## src/design/sfd_pkg.sv

```systemverilog
// Shared types and constants for the serial frame deframer.
// No dependencies; used by sfd_parse, sfd_emit, the top module and the testbench.
package sfd_pkg;

   localparam int unsigned ADDR_BYTES = 6;
   localparam int unsigned HDR_BYTES  = 7;
   localparam int unsigned IDLE_W     = 17;

   localparam int unsigned CSR_IDX_W  = 2;
   localparam int unsigned CSR_DATA_W = 16;

   localparam logic [CSR_IDX_W-1:0] CSR_SYNC      = 2'd0;
   localparam logic [CSR_IDX_W-1:0] CSR_VERSION   = 2'd1;
   localparam logic [CSR_IDX_W-1:0] CSR_KIND      = 2'd2;
   localparam logic [CSR_IDX_W-1:0] CSR_GAP_LIMIT = 2'd3;

   localparam logic [7:0]  SYNC_RESET      = 8'd170;
   localparam logic [7:0]  VERSION_RESET   = 8'd1;
   localparam logic [7:0]  KIND_RESET      = 8'd1;
   localparam logic [15:0] GAP_LIMIT_RESET = 16'd100;

   localparam logic OP_BYTE = 1'b0;
   localparam logic OP_TICK = 1'b1;

   // Frame end event from the parser to the result sequencer.
   typedef struct packed {
      logic        fire;
      logic        bad;
      logic [47:0] addr;
      logic [7:0]  len;
      logic [7:0]  ack;
   } frame_done_type;

endpackage

```

## src/design/sfd_store.sv

```systemverilog
// Frame byte store: single-port-write, single-port-read synchronous memory.
// Read data is registered. Depends on nothing.
module sfd_store #(
   parameter int unsigned DEPTH = 64,
   parameter int unsigned AW    = 6
) (
   input  logic          clock,
   input  logic          wr_en,
   input  logic [AW-1:0] wr_addr,
   input  logic [7:0]    wr_data,
   input  logic          rd_en,
   input  logic [AW-1:0] rd_addr,
   output logic [7:0]    rd_data
);

   logic [7:0] mem [DEPTH];
   logic [7:0] rd_data_ff;

   always_ff @(posedge clock) begin
      if (wr_en) begin
         mem[wr_addr] <= wr_data;
      end
   end

   always_ff @(posedge clock) begin
      if (rd_en) begin
         rd_data_ff <= mem[rd_addr];
      end
   end

   assign rd_data = rd_data_ff;

endmodule

```

## src/design/sfd_parse.sv

```systemverilog
// Frame parser: sync/version/type hunt, header capture, checksum, gap timeout.
// Writes frame bytes into sfd_store; uses sfd_pkg.
module sfd_parse #(
   parameter int unsigned BUFFER_BYTES = 64,
   parameter int unsigned AW           = 6
) (
   input  logic                  clock,
   input  logic                  reset,
   input  logic                  byte_take,
   input  logic                  tick_take,
   input  logic [7:0]            rx_byte,
   input  logic [7:0]            sync_value,
   input  logic [7:0]            version_value,
   input  logic [7:0]            frame_kind_value,
   input  logic [15:0]           gap_limit_ticks,
   output logic                  mem_we,
   output logic [AW-1:0]         mem_waddr,
   output logic [7:0]            mem_wdata,
   output logic                  in_check,
   output sfd_pkg::frame_done_type done
);

   localparam int unsigned SCW = $clog2(BUFFER_BYTES + 1);
   localparam int unsigned EW  = (SCW > 9) ? SCW : 9;

   localparam logic [2:0] PH_SYNC    = 3'd0;
   localparam logic [2:0] PH_VERSION = 3'd1;
   localparam logic [2:0] PH_TYPE    = 3'd2;
   localparam logic [2:0] PH_DATA    = 3'd3;
   localparam logic [2:0] PH_CHECK   = 3'd4;

   logic [2:0]                  phase_ff, phase_in;
   logic [7:0]                  xor_ff, xor_in;
   logic [SCW-1:0]              stored_ff, stored_in;
   logic [EW-1:0]               expected_ff, expected_in;
   logic [sfd_pkg::IDLE_W-1:0]  idle_ff, idle_in;
   logic [47:0]                 addr_ff, addr_in;
   logic [7:0]                  len_ff, len_in;

   logic           timed_out;
   logic [2:0]     phase_eff;
   logic [SCW-1:0] stored_eff;
   logic [SCW-1:0] stored_new;
   logic [EW-1:0]  expected_eff;
   logic [EW-1:0]  expected_new;
   logic           len_byte;

   always_comb begin
      timed_out    = (phase_ff != PH_SYNC) &&
                     ({1'b0, gap_limit_ticks} < idle_ff);
      phase_eff    = timed_out ? PH_SYNC : phase_ff;
      stored_eff   = timed_out ? '0 : stored_ff;
      expected_eff = timed_out ? '0 : expected_ff;
      stored_new   = stored_eff + SCW'(1);
      len_byte     = (stored_eff == SCW'(sfd_pkg::ADDR_BYTES));
      expected_new = len_byte ? (EW'(sfd_pkg::HDR_BYTES) + EW'(rx_byte)) : expected_eff;

      phase_in    = phase_ff;
      xor_in      = xor_ff;
      stored_in   = stored_ff;
      expected_in = expected_ff;
      idle_in     = idle_ff;
      addr_in     = addr_ff;
      len_in      = len_ff;
      mem_we      = 1'b0;
      mem_waddr   = stored_eff[AW-1:0];
      mem_wdata   = rx_byte;
      done        = '0;
      done.addr   = addr_ff;
      done.len    = len_ff;
      done.ack    = xor_ff;

      if (tick_take) begin
         if (idle_ff != '1) begin
            idle_in = idle_ff + sfd_pkg::IDLE_W'(1);
         end
      end else if (byte_take) begin
         idle_in     = '0;
         phase_in    = phase_eff;
         stored_in   = stored_eff;
         expected_in = expected_eff;
         unique case (phase_eff)
            PH_VERSION: begin
               phase_in = (rx_byte == version_value) ? PH_TYPE : PH_SYNC;
            end
            PH_TYPE: begin
               xor_in      = version_value ^ rx_byte;
               stored_in   = '0;
               expected_in = '0;
               phase_in    = (rx_byte == frame_kind_value) ? PH_DATA : PH_SYNC;
            end
            PH_DATA: begin
               if (stored_eff >= SCW'(BUFFER_BYTES)) begin
                  phase_in    = PH_SYNC;
                  stored_in   = '0;
                  expected_in = '0;
               end else begin
                  mem_we    = 1'b1;
                  stored_in = stored_new;
                  xor_in    = xor_ff ^ rx_byte;
                  if (stored_eff < SCW'(sfd_pkg::ADDR_BYTES)) begin
                     addr_in = {addr_ff[39:0], rx_byte};
                  end
                  if (len_byte) begin
                     len_in = rx_byte;
                  end
                  expected_in = expected_new;
                  // frame too long for the store: drop it
                  if (len_byte && (expected_new > EW'(BUFFER_BYTES))) begin
                     phase_in    = PH_SYNC;
                     stored_in   = '0;
                     expected_in = '0;
                  end else if ((expected_new != '0) &&
                               (EW'(stored_new) == expected_new)) begin
                     phase_in = PH_CHECK;
                  end
               end
            end
            PH_CHECK: begin
               phase_in  = PH_SYNC;
               done.fire = 1'b1;
               done.bad  = (rx_byte != xor_ff);
            end
            default: begin
               phase_in = (rx_byte == sync_value) ? PH_VERSION : PH_SYNC;
            end
         endcase
      end
   end

   assign in_check = (phase_ff == PH_CHECK);

   always_ff @(posedge clock) begin
      if (reset) begin
         phase_ff    <= PH_SYNC;
         xor_ff      <= '0;
         stored_ff   <= '0;
         expected_ff <= '0;
         idle_ff     <= '0;
      end else begin
         phase_ff    <= phase_in;
         xor_ff      <= xor_in;
         stored_ff   <= stored_in;
         expected_ff <= expected_in;
         idle_ff     <= idle_in;
      end
   end

   always_ff @(posedge clock) begin
      addr_ff <= addr_in;
      len_ff  <= len_in;
   end

endmodule

```

## src/design/sfd_emit.sv

```systemverilog
// Result sequencer: walks the stored payload through the memory read port
// and holds each result in the output register. Uses sfd_pkg.
module sfd_emit #(
   parameter int unsigned AW = 6
) (
   input  logic                    clock,
   input  logic                    reset,
   input  sfd_pkg::frame_done_type done,
   input  logic [7:0]              rd_data,
   output logic                    rd_en,
   output logic [AW-1:0]           rd_addr,
   output logic                    busy,
   output logic                    rsp_valid,
   input  logic                    rsp_stall,
   output logic                    rsp_status,
   output logic [47:0]             rsp_dest_address,
   output logic [5:0]              rsp_payload_length,
   output logic [5:0]              rsp_byte_index,
   output logic [7:0]              rsp_payload_value,
   output logic                    rsp_has_byte,
   output logic [7:0]              rsp_ack_value,
   output logic                    rsp_last
);

   logic          valid_ff, valid_in;
   logic          pend_ff, pend_in;
   logic [7:0]    rem_ff, rem_in;
   logic [7:0]    idx_ff, idx_in;
   logic [AW-1:0] raddr_ff, raddr_in;
   logic          status_ff, status_in;
   logic [47:0]   dest_ff, dest_in;
   logic [5:0]    len_ff, len_in;
   logic          has_ff, has_in;
   logic [7:0]    ack_ff, ack_in;
   logic          last_ff, last_in;

   logic take;
   logic start;

   always_comb begin
      take  = valid_ff && !rsp_stall;
      start = done.fire && !done.bad && (done.len != '0);

      valid_in  = valid_ff;
      pend_in   = 1'b0;
      rem_in    = rem_ff;
      idx_in    = idx_ff;
      raddr_in  = raddr_ff;
      status_in = status_ff;
      dest_in   = dest_ff;
      len_in    = len_ff;
      has_in    = has_ff;
      ack_in    = ack_ff;
      last_in   = last_ff;
      rd_en     = 1'b0;
      rd_addr   = raddr_ff + AW'(1);

      if (take) begin
         valid_in = 1'b0;
      end
      // read data lands in the store's output register this cycle
      if (pend_ff) begin
         valid_in = 1'b1;
      end

      if (done.fire) begin
         status_in = done.bad;
         dest_in   = done.bad ? '0 : done.addr;
         len_in    = done.bad ? '0 : done.len[5:0];
         ack_in    = done.bad ? '0 : done.ack;
         idx_in    = '0;
         has_in    = start;
         if (start) begin
            rd_en    = 1'b1;
            rd_addr  = AW'(sfd_pkg::HDR_BYTES);
            raddr_in = AW'(sfd_pkg::HDR_BYTES);
            pend_in  = 1'b1;
            rem_in   = done.len - 8'd1;
            last_in  = (done.len == 8'd1);
         end else begin
            valid_in = 1'b1;
            last_in  = 1'b1;
         end
      end else if (take && (rem_ff != '0)) begin
         rd_en    = 1'b1;
         raddr_in = rd_addr;
         pend_in  = 1'b1;
         rem_in   = rem_ff - 8'd1;
         idx_in   = idx_ff + 8'd1;
         last_in  = (rem_ff == 8'd1);
      end
   end

   assign busy               = (rem_ff != '0) || pend_ff;
   assign rsp_valid          = valid_ff;
   assign rsp_status         = status_ff;
   assign rsp_dest_address   = dest_ff;
   assign rsp_payload_length = len_ff;
   assign rsp_byte_index     = idx_ff[5:0];
   assign rsp_payload_value  = has_ff ? rd_data : 8'd0;
   assign rsp_has_byte       = has_ff;
   assign rsp_ack_value      = ack_ff;
   assign rsp_last           = last_ff;

   always_ff @(posedge clock) begin
      if (reset) begin
         valid_ff <= 1'b0;
         pend_ff  <= 1'b0;
         rem_ff   <= '0;
      end else begin
         valid_ff <= valid_in;
         pend_ff  <= pend_in;
         rem_ff   <= rem_in;
      end
   end

   always_ff @(posedge clock) begin
      idx_ff    <= idx_in;
      raddr_ff  <= raddr_in;
      status_ff <= status_in;
      dest_ff   <= dest_in;
      len_ff    <= len_in;
      has_ff    <= has_in;
      ack_ff    <= ack_in;
      last_ff   <= last_in;
   end

endmodule

```

## src/design/serial_frame_deframer_xor_check.sv

```systemverilog
// Serial frame deframer with XOR check. Every input transfer (a byte or a
// tick) is taken in the cycle it is presented unless req_stall is high. The
// frame bytes go into a BUFFER_BYTES-deep store with one write and one
// registered read port; after a good checksum the L payload bytes come back
// out of that read port one at a time (read, then output register), and the
// next read starts only once the current result is taken. From the cycle after
// the checksum transfer, req_stall stays high until the final result has been
// loaded into the output register, and also while a result is still waiting
// and the next byte would be a checksum byte. Error results and zero-length
// results come straight from the output register.
// Depends on sfd_pkg, sfd_store, sfd_parse and sfd_emit.
module serial_frame_deframer_xor_check #(
   parameter int unsigned BUFFER_BYTES = 64
) (
   input  logic                           clock,
   input  logic                           reset,
   input  logic                           req_valid,
   output logic                           req_stall,
   input  logic                           req_operation,
   input  logic [7:0]                     req_rx_byte,
   output logic                           rsp_valid,
   input  logic                           rsp_stall,
   output logic                           rsp_status,
   output logic [47:0]                    rsp_dest_address,
   output logic [5:0]                     rsp_payload_length,
   output logic [5:0]                     rsp_byte_index,
   output logic [7:0]                     rsp_payload_value,
   output logic                           rsp_has_byte,
   output logic [7:0]                     rsp_ack_value,
   output logic                           rsp_last,
   input  logic                           csr_wr_en,
   input  logic [sfd_pkg::CSR_IDX_W-1:0]  csr_index,
   input  logic [sfd_pkg::CSR_DATA_W-1:0] csr_wr_data
);

   localparam int unsigned AW = $clog2(BUFFER_BYTES);

   logic [7:0]  sync_ff;
   logic [7:0]  version_ff;
   logic [7:0]  kind_ff;
   logic [15:0] gap_ff;

   logic                    take;
   logic                    byte_take;
   logic                    tick_take;
   logic                    mem_we;
   logic [AW-1:0]           mem_waddr;
   logic [7:0]              mem_wdata;
   logic                    rd_en;
   logic [AW-1:0]           rd_addr;
   logic [7:0]              rd_data;
   logic                    in_check;
   logic                    emit_busy;
   sfd_pkg::frame_done_type done;

   always_ff @(posedge clock) begin
      if (reset) begin
         sync_ff    <= sfd_pkg::SYNC_RESET;
         version_ff <= sfd_pkg::VERSION_RESET;
         kind_ff    <= sfd_pkg::KIND_RESET;
         gap_ff     <= sfd_pkg::GAP_LIMIT_RESET;
      end else if (csr_wr_en) begin
         unique case (csr_index)
            sfd_pkg::CSR_SYNC:      sync_ff    <= csr_wr_data[7:0];
            sfd_pkg::CSR_VERSION:   version_ff <= csr_wr_data[7:0];
            sfd_pkg::CSR_KIND:      kind_ff    <= csr_wr_data[7:0];
            sfd_pkg::CSR_GAP_LIMIT: gap_ff     <= csr_wr_data[15:0];
         endcase
      end
   end

   // a checksum byte must not arrive while the previous result is unsent
   assign req_stall = emit_busy || (rsp_valid && in_check);
   assign take      = req_valid && !req_stall;
   assign byte_take = take && (req_operation == sfd_pkg::OP_BYTE);
   assign tick_take = take && (req_operation == sfd_pkg::OP_TICK);

   sfd_parse #(
      .BUFFER_BYTES (BUFFER_BYTES),
      .AW           (AW)
   ) u_parse (
      .clock            (clock),
      .reset            (reset),
      .byte_take        (byte_take),
      .tick_take        (tick_take),
      .rx_byte          (req_rx_byte),
      .sync_value       (sync_ff),
      .version_value    (version_ff),
      .frame_kind_value (kind_ff),
      .gap_limit_ticks  (gap_ff),
      .mem_we           (mem_we),
      .mem_waddr        (mem_waddr),
      .mem_wdata        (mem_wdata),
      .in_check         (in_check),
      .done             (done)
   );

   sfd_store #(
      .DEPTH (BUFFER_BYTES),
      .AW    (AW)
   ) u_store (
      .clock   (clock),
      .wr_en   (mem_we),
      .wr_addr (mem_waddr),
      .wr_data (mem_wdata),
      .rd_en   (rd_en),
      .rd_addr (rd_addr),
      .rd_data (rd_data)
   );

   sfd_emit #(
      .AW (AW)
   ) u_emit (
      .clock              (clock),
      .reset              (reset),
      .done               (done),
      .rd_data            (rd_data),
      .rd_en              (rd_en),
      .rd_addr            (rd_addr),
      .busy               (emit_busy),
      .rsp_valid          (rsp_valid),
      .rsp_stall          (rsp_stall),
      .rsp_status         (rsp_status),
      .rsp_dest_address   (rsp_dest_address),
      .rsp_payload_length (rsp_payload_length),
      .rsp_byte_index     (rsp_byte_index),
      .rsp_payload_value  (rsp_payload_value),
      .rsp_has_byte       (rsp_has_byte),
      .rsp_ack_value      (rsp_ack_value),
      .rsp_last           (rsp_last)
   );

endmodule

```

## config.mk

```make
export PLATFORM = sky130hd
export DESIGN_NAME = serial_frame_deframer_xor_check
export DESIGN_NICKNAME = d
export VERILOG_FILES = /design/src/design/sfd_pkg.sv /design/src/design/sfd_store.sv /design/src/design/sfd_parse.sv /design/src/design/sfd_emit.sv /design/src/design/serial_frame_deframer_xor_check.sv
export SDC_FILE = /design/constraint.sdc
export NUM_CORES = 1
export LEC_CHECK = 0
export ABC_AREA = 0
export BUFFER_PORTS_ARGS = -buffer_cell sky130_fd_sc_hd__buf_2
export CAP_MARGIN = 40
export CORE_ASPECT_RATIO = 1.4
export CORE_MARGIN = 10
export CORE_UTILIZATION = 42
export DETAILED_ROUTE_END_ITERATION = 12
export HOLD_SLACK_MARGIN = 0.15
export PLACE_DENSITY_LB_ADDON = 0.12
export SLEW_MARGIN = 20
export SYNTH_ARGS = -nofsm -noshare
export SYNTH_HDL_FRONTEND = slang
export SYNTH_SLANG_ARGS = --single-unit
```

## constraint.sdc

```tcl
create_clock -name clock -period 5.5 [get_ports clock]
set_clock_uncertainty 0.2 [all_clocks]
set_input_delay 0.825 -clock clock [delete_from_list [all_inputs] [get_ports clock]]
set_output_delay 0.825 -clock clock [all_outputs]
set_load 0.02 [all_outputs]
```

After elaboration in Yosys (flattened, before gate mapping)
Memory sizes are Yosys's and may differ from the RTL's. A register that Yosys moved wholly into a read port is not among the register bits.
Cells that the tools add are included.
{"block": "word_totals", "ff_bits": 229, "ramBits": 512, "input_bits": 32, "wordCells": 143, "mem_count": 1}
{"block": "classes", "addsub": 7, "magnitude_cmp": 4, "eq_ne": 20, "mux": 50, "bitwise_logic": 5, "n_reduce_logical": 34}
{"memory": "u_store.mem", "words": 64, "width": 8, "rd": 1, "rd_clocked_by_memory_dff": 1, "write_ports": 1, "line_no": "sfd_store.sv:16", "text": "logic [7:0] mem [DEPTH];"}
{"cell": "2-to-1 mux 17 bit", "count": 3}
{"cell": "2-to-1 mux 8 bit", "count": 5}
{"cell": "2-to-1 mux 9 bit", "count": 4}
{"cell": "2-to-1 mux 6 bit", "count": 5}
{"cell": "equality test 8 bit", "count": 3}
{"cell": "2-to-1 mux 7 bit", "count": 3}
{"cell": "one-hot mux 9 bit (2 select lines)", "count": 1}
{"cell": "adder 17 x 1 -> 17 bit (second input constant)", "count": 1}
{"cell": "< comparator 16 x 17 -> 1 bit", "count": 1}
{"cell": "2-to-1 mux 1 bit", "count": 17}
{"cell": "!= test 17 bit (second input constant)", "count": 1}
{"cell": "equality test 8 x 1 -> 1 bit (second input constant)", "count": 2}
{"cell": "one-hot mux 8 bit (2 select lines)", "count": 1}
{"cell": "nonzero test 8 bit", "count": 2}
{"cell": "subtractor 8 x 1 -> 8 bit (second input constant)", "count": 2}
{"cell": "XOR 8 bit", "count": 2}
{"cell": "one-hot mux 7 bit (2 select lines)", "count": 1}
{"cell": "AND reduction 2 bit", "count": 7}
{"cell": "2-to-1 mux 3 bit", "count": 4}
{"cell": "one-hot mux 3 bit (4 select lines)", "count": 1}
{"cell": "logical AND 1 bit", "count": 11}
{"cell": "2-to-1 mux 2 bit", "count": 5}
{"cell": "AND reduction 5 bit", "count": 2}
{"cell": "adder 3 x 8 -> 9 bit (first input constant)", "count": 1}
{"cell": "24 further kinds", "count": 35}

Longest topological paths before layout
{"block": "depth", "word_depth": 13, "depth_mapped": 18}

Cells and area by module
Synthesis repeated with hierarchy kept, for this count alone.
{"block": "hier_totals", "hier_cells": 1938, "hier_area_um2": 31089.8}
{"module": "sfd_store", "instances": 1, "cells_each": 940, "area_per_inst_um2": 20246.9, "seq_area_each_um2": 15615.0}
{"module": "sfd_parse", "instances": 1, "cells_each": 529, "area_per_inst_um2": 5290.1, "seq_area_each_um2": 2562.5}
{"module": "sfd_emit", "instances": 1, "cells_each": 303, "area_per_inst_um2": 3846.2, "seq_area_each_um2": 2452.4}
{"module": "serial_frame_deframer_xor_check", "instances": 1, "cells_each": 166, "area_per_inst_um2": 1706.6, "seq_area_each_um2": 800.8}

Worst setup path before layout
Ideal clock, no wire load.
{"block": "synth_timing", "path_kind": "register -> register", "from": "reg u_parse.idle_ff[12] in the netlist's numbering", "to": "reg u_parse.addr_ff[0], enable pin", "arrival_ps": 4516, "path_slack_ps": 325, "path_stages_with_launch": 11, "synth_period_minus_slack_ps": 5175, "cell_sequence": "dfxtp_1 inv_1 ha_1 and2_0 a221o_1 a211oi_2 o21a_1 clkbuf_1 clkbuf_1 a21oi_1 nor2b_1"}
{"block": "synth_via", "elab_chain_len": 6, "word_cells_on_any_way": 9, "cone_classes": "order compare: 3; eq/ne: 1; mux: 2; bitwise: 1; reduce/logical: 2"}
{"element": "from (decl)", "line_no": "sfd_parse.sv:36", "text": "logic [sfd_pkg::IDLE_W-1:0] idle_ff, idle_in;"}
{"element": "from (signal assigned)", "line_no": "sfd_parse.sv:145", "text": "idle_ff <= idle_in;"}
{"element": "< comparator 16 x 17 -> 1 bit *", "line_no": "sfd_parse.sv:50", "text": "({1'b0, gap_limit_ticks} < idle_ff);"}
{"element": "logical AND 1 bit *", "line_no": "sfd_parse.sv:49", "text": "timed_out = (phase_ff != PH_SYNC) &&"}
{"element": "2-to-1 mux 7 bit", "line_no": "sfd_parse.sv:52", "text": "stored_eff = timed_out ? '0 : stored_ff;"}
{"element": "greater-or-equal comparator 7 bit", "line_no": "sfd_parse.sv:93", "text": "if (stored_eff >= SCW'(BUFFER_BYTES)) begin"}
{"element": "NOT 1 bit (no line)"}
{"element": "AND reduction 5 bit (no line) *"}
{"element": "to (signal assigned)", "line_no": "sfd_parse.sv:150", "text": "addr_ff <= addr_in;"}
{"element": "to (decl)", "line_no": "sfd_parse.sv:37", "text": "logic [47:0] addr_ff, addr_in;"}
Every way passes the cells marked *; elsewhere a longest branch is shown, timed or not.
A chain may end at the register's enable or synchronous reset.

Final worst setup path
{"block": "layout_timing", "from": "reg u_emit.rem_ff[0]", "to": "mem u_store.mem[57][4], enable pin"}
{"block": "layout_via", "elab_chain_len": 10, "word_cells_on_any_way": 11, "cone_classes": "mux: 4; reduce/logical: 7"}
{"element": "from (decl)", "line_no": "sfd_emit.sv:27", "text": "logic [7:0] rem_ff, rem_in;"}
{"element": "from (signal assigned)", "line_no": "sfd_emit.sv:113", "text": "rem_ff <= rem_in;"}
{"element": "nonzero test 8 bit *", "line_no": "sfd_emit.sv:94", "text": "assign busy = (rem_ff != '0) || pend_ff;"}
{"element": "logical OR 1 bit *", "line_no": "sfd_emit.sv:94"}
{"element": "logical OR 1 bit *", "line_no": "serial_frame_deframer_xor_check.sv:73", "text": "assign req_stall = emit_busy || (rsp_valid && in_check);"}
{"element": "zero test 1 bit *", "line_no": "serial_frame_deframer_xor_check.sv:74", "text": "assign take = req_valid && !req_stall;"}
{"element": "logical AND 1 bit *", "line_no": "serial_frame_deframer_xor_check.sv:74"}
{"element": "logical AND 1 bit", "line_no": "serial_frame_deframer_xor_check.sv:75", "text": "assign byte_take = take && (req_operation == sfd_pkg::OP_BYTE);"}
{"element": "2-to-1 mux 1 bit", "line_no": "sfd_parse.sv:77", "text": "end else if (byte_take) begin"}
{"element": "2-to-1 mux 1 bit *", "line_no": "sfd_parse.sv:73", "text": "if (tick_take) begin"}
{"element": "2-to-1 mux 1 bit *", "line_no": "sfd_store.sv:20", "text": "if (wr_en) begin"}
{"element": "2-to-1 mux 1 bit (not written as such) *", "line_no": "sfd_store.sv:21", "text": "mem[wr_addr] <= wr_data;"}
{"element": "to (decl)", "line_no": "sfd_store.sv:16"}
Marks and branches as above.

==> results_dict.tcl <==
set metrics [dict create \
    holdCritPathClass "in2reg" \
    status "completed" \
    portBuffers 112 \
    die_w_um 249 \
    crit_required_ns 5.56 \
    io_pins 113 \
    worstMarginPinSlew_ns 0.907 \
    worstSetupStartpointType "register" \
    synth_compound_area_share_pct 9.08 \
    clockBufferDepth 3 \
    ys.flop_type "edfxtp_1" \
    start_util_pct 42.4 \
    cts.sinks 747 \
    drt-initial-drc-count 1521 \
    fin_area_um2 35300 \
    grt-busiest-layer "met2" \
    gr-usage-met2_pct 37.6 \
    setup_ws_ns 0.562 \
    syn_to_final_growth_pct 14.2 \
    drt.antenna.violating_nets 0 \
    syn-cell-area_um2 30900 \
    setup_tns_ns 0 \
    fin_cells 3460 \
    met3_usage_pct 3.31 \
    synthAdderAreaFrac_pct 1.05 \
    p_per_area_nw_per_um2 320 \
    vias 19800 \
    dieHeight_um 341 \
    totalWireLength_um 89900 \
    cts_root_buf "clkbuf_16" \
    cp_max_fo 10 \
    viasPerCell 5.73 \
    leakage_nw 11.7 \
    grt_max_degree 131 \
    postSynth.asyncResetShare_pct 0 \
    vdd_ir_drop_max_uv 226 \
    slew_viol_final 0 \
    met1_usage_pct 23.4 \
    drv_cap 0 \
    grtUsageTotal_pct 20.7 \
    ys_ff_latch 747 \
    period_share_pct 89.8 \
    dp_hpwl_um 59200 \
    synth_nets 2368 \
    cts_resized 0 \
    setup_viol 0 \
    dp.cells 3317 \
    slew-limit-headroom_pct 39.3 \
    dieArea_um2 85100 \
    yosysWarnings 0 \
    cp-end-kind "register" \
    rsz0062_at_grt "false" \
    period_needed_ns 4.94 \
    clock_latency_ns 0.65 \
    drive_above_1_share_pct 14.5 \
    drc 0 \
    antenna_found_initial 1 \
    coreArea_um2 72900 \
    synth_top_family_by_area "simple AND/OR/NAND/NOR gates" \
    fmax_mhz 203 \
    synth.distinct_cells 80 \
    synthMuxAreaShare_pct 4.57 \
    r2r_slack_ns 0.56 \
    grt_pass1_wl_um 133000 \
    path_class "reg2reg" \
    synth_simple_gate_area_share_pct 11.8 \
    dp_slack_ns 0.608 \
    ys_seq_area_share_pct 69.3 \
    htree_levels 3 \
    hold_viol_final 0 \
    clkTransAtPathRegs_ns 0.06 \
    nNetsFinal 2510 \
    wire_per_inst_um 26.0 \
    power_mw 11.3 \
    cts_buffers 75 \
    cts_tree "yes" \
    post_dp_cell_area_um2 32900 \
    dr.pass1.iters 7 \
    final_common_cell "edfxtp_1" \
    overflow 0 \
    cts_setup_buffers 0 \
    mostFrequentLayoutCells "edfxtp_1 (647), nor2_1 (204), nand2_1 (202)" \
    synth_edf_count 647 \
    cp_data_arrival_time_ns 5.00 \
    gp_congestion 0.971 \
    row_count 117 \
    grt_pass1_vias 20200 \
    synthXorXnorAreaFrac_pct 2.07 \
    synthCells 2310 \
    hold_buffers 0 \
    avgSynthCellArea_um2 13.4 \
]
==> cells by family after synthesis <==
kind of cell,Yosys count
and+or+nand+nor,762
DFF,747
AOI/OAI and AO/OA,432
buffers and inverters,169
muxes,101
xor gates and xnor gates,73
adders and majority gates,26
==> critical path: stages (launching register included) <==
cell and delay (ns):
dfxtp_1 0.37, inv_1 0.12, ha_1 0.19, or4b_1 0.53, a2111o_1 0.56, nor2_1 0.40
and3_1 0.48, nand3_1 0.76, nor2_1 0.95
==> state kept, by name (all words and copies together) (netlist names), 9 cells and up <==
name / count
u_parse.idle_ff: 17
u_parse.expected_ff: 9
u_store.mem: 512
u_emit.rsp_dest_address: 48
u_parse.addr_ff: 48
gap_ff: 16
==> cell usage after synthesis (all sizes together), types with 32 or more instances <==
cell type | instances | area, µm²
buf | 37 | 188
nor4 | 39 | 265
nor3 | 49 | 245
o21ai | 108 | 541
dfxtp | 100 | 2000
nand3 | 89 | 445
nor2 | 208 | 786
nand2 | 203 | 764
a21oi | 108 | 544
mux2i | 68 | 681
nor2b | 70 | 438
inv | 34 | 128
o22ai | 38 | 238
edfxtp | 647 | 19400
xnor2 | 34 | 298
xor2 | 39 | 342
clkbuf | 98 | 368
mux4 | 32 | 721
==> final cells by class <==
| class | instances | area (µm²) |
|---|---|---|
| diodes | 1 | 2.50 |
| clock buffers | 101 | 2060 |
| clock inverters | 31 | 263 |
| fillers | 6463 | 37600 |
| inverters | 34 | 128 |
| multi-input cells | 1394 | 8910 |
| flip-flops and latches | 747 | 21400 |
| well taps | 952 | 1190 |
| repair buffers | 200 | 1350 |
==> metal layers <==
| layer | wire length, µm | up-vias |
|---|---|---|
| met5 | 0 | - |
| met4 | 3580 | 0 |
| met3 | 4640 | 169 |
| met2 | 47400 | 621 |
| met1 | 34300 | 9985 |
| li1 | - | 9065 |
==> per-stage QoR <==
stage                     util, %  hold slack, ns
after floorplan                 -           0.218
after global placement       45.0           0.221
after detailed placement     45.1           0.225
after CTS                    48.3           0.193
after global routing         48.5           0.223
final                        48.5           0.224
==> power breakdown <==
group	switching [mW]	total (mW)	leakage, nW	internal, mW
Clock	2.16	4.94	1.14	2.78
Combinational	0.171	0.225	3.99	0.0537
Sequential	0.00975	6.15	6.61	6.14
Total	2.34	11.3	11.7	8.98
==> final timing paths <==
check | start | endpoint | depth (start not counted)
worst max-delay path | u_emit.rem_ff[0]$_SDFFE_PP0P_ | u_store.mem[57][4]$_DFFE_PP_ | 8
worst min-delay path | csr_wr_data[8] | gap_ff[8]$_SDFFE_PP0P_ | 3
worst max register to register | u_emit.rem_ff[0]$_SDFFE_PP0P_ | u_store.mem[57][4]$_DFFE_PP_ | 8
worst min register to register | u_parse.addr_ff[30]$_DFFE_PP_ | u_parse.addr_ff[38]$_DFFE_PP_ | 0
Note: power is estimated with default switching activity, not from simulation.
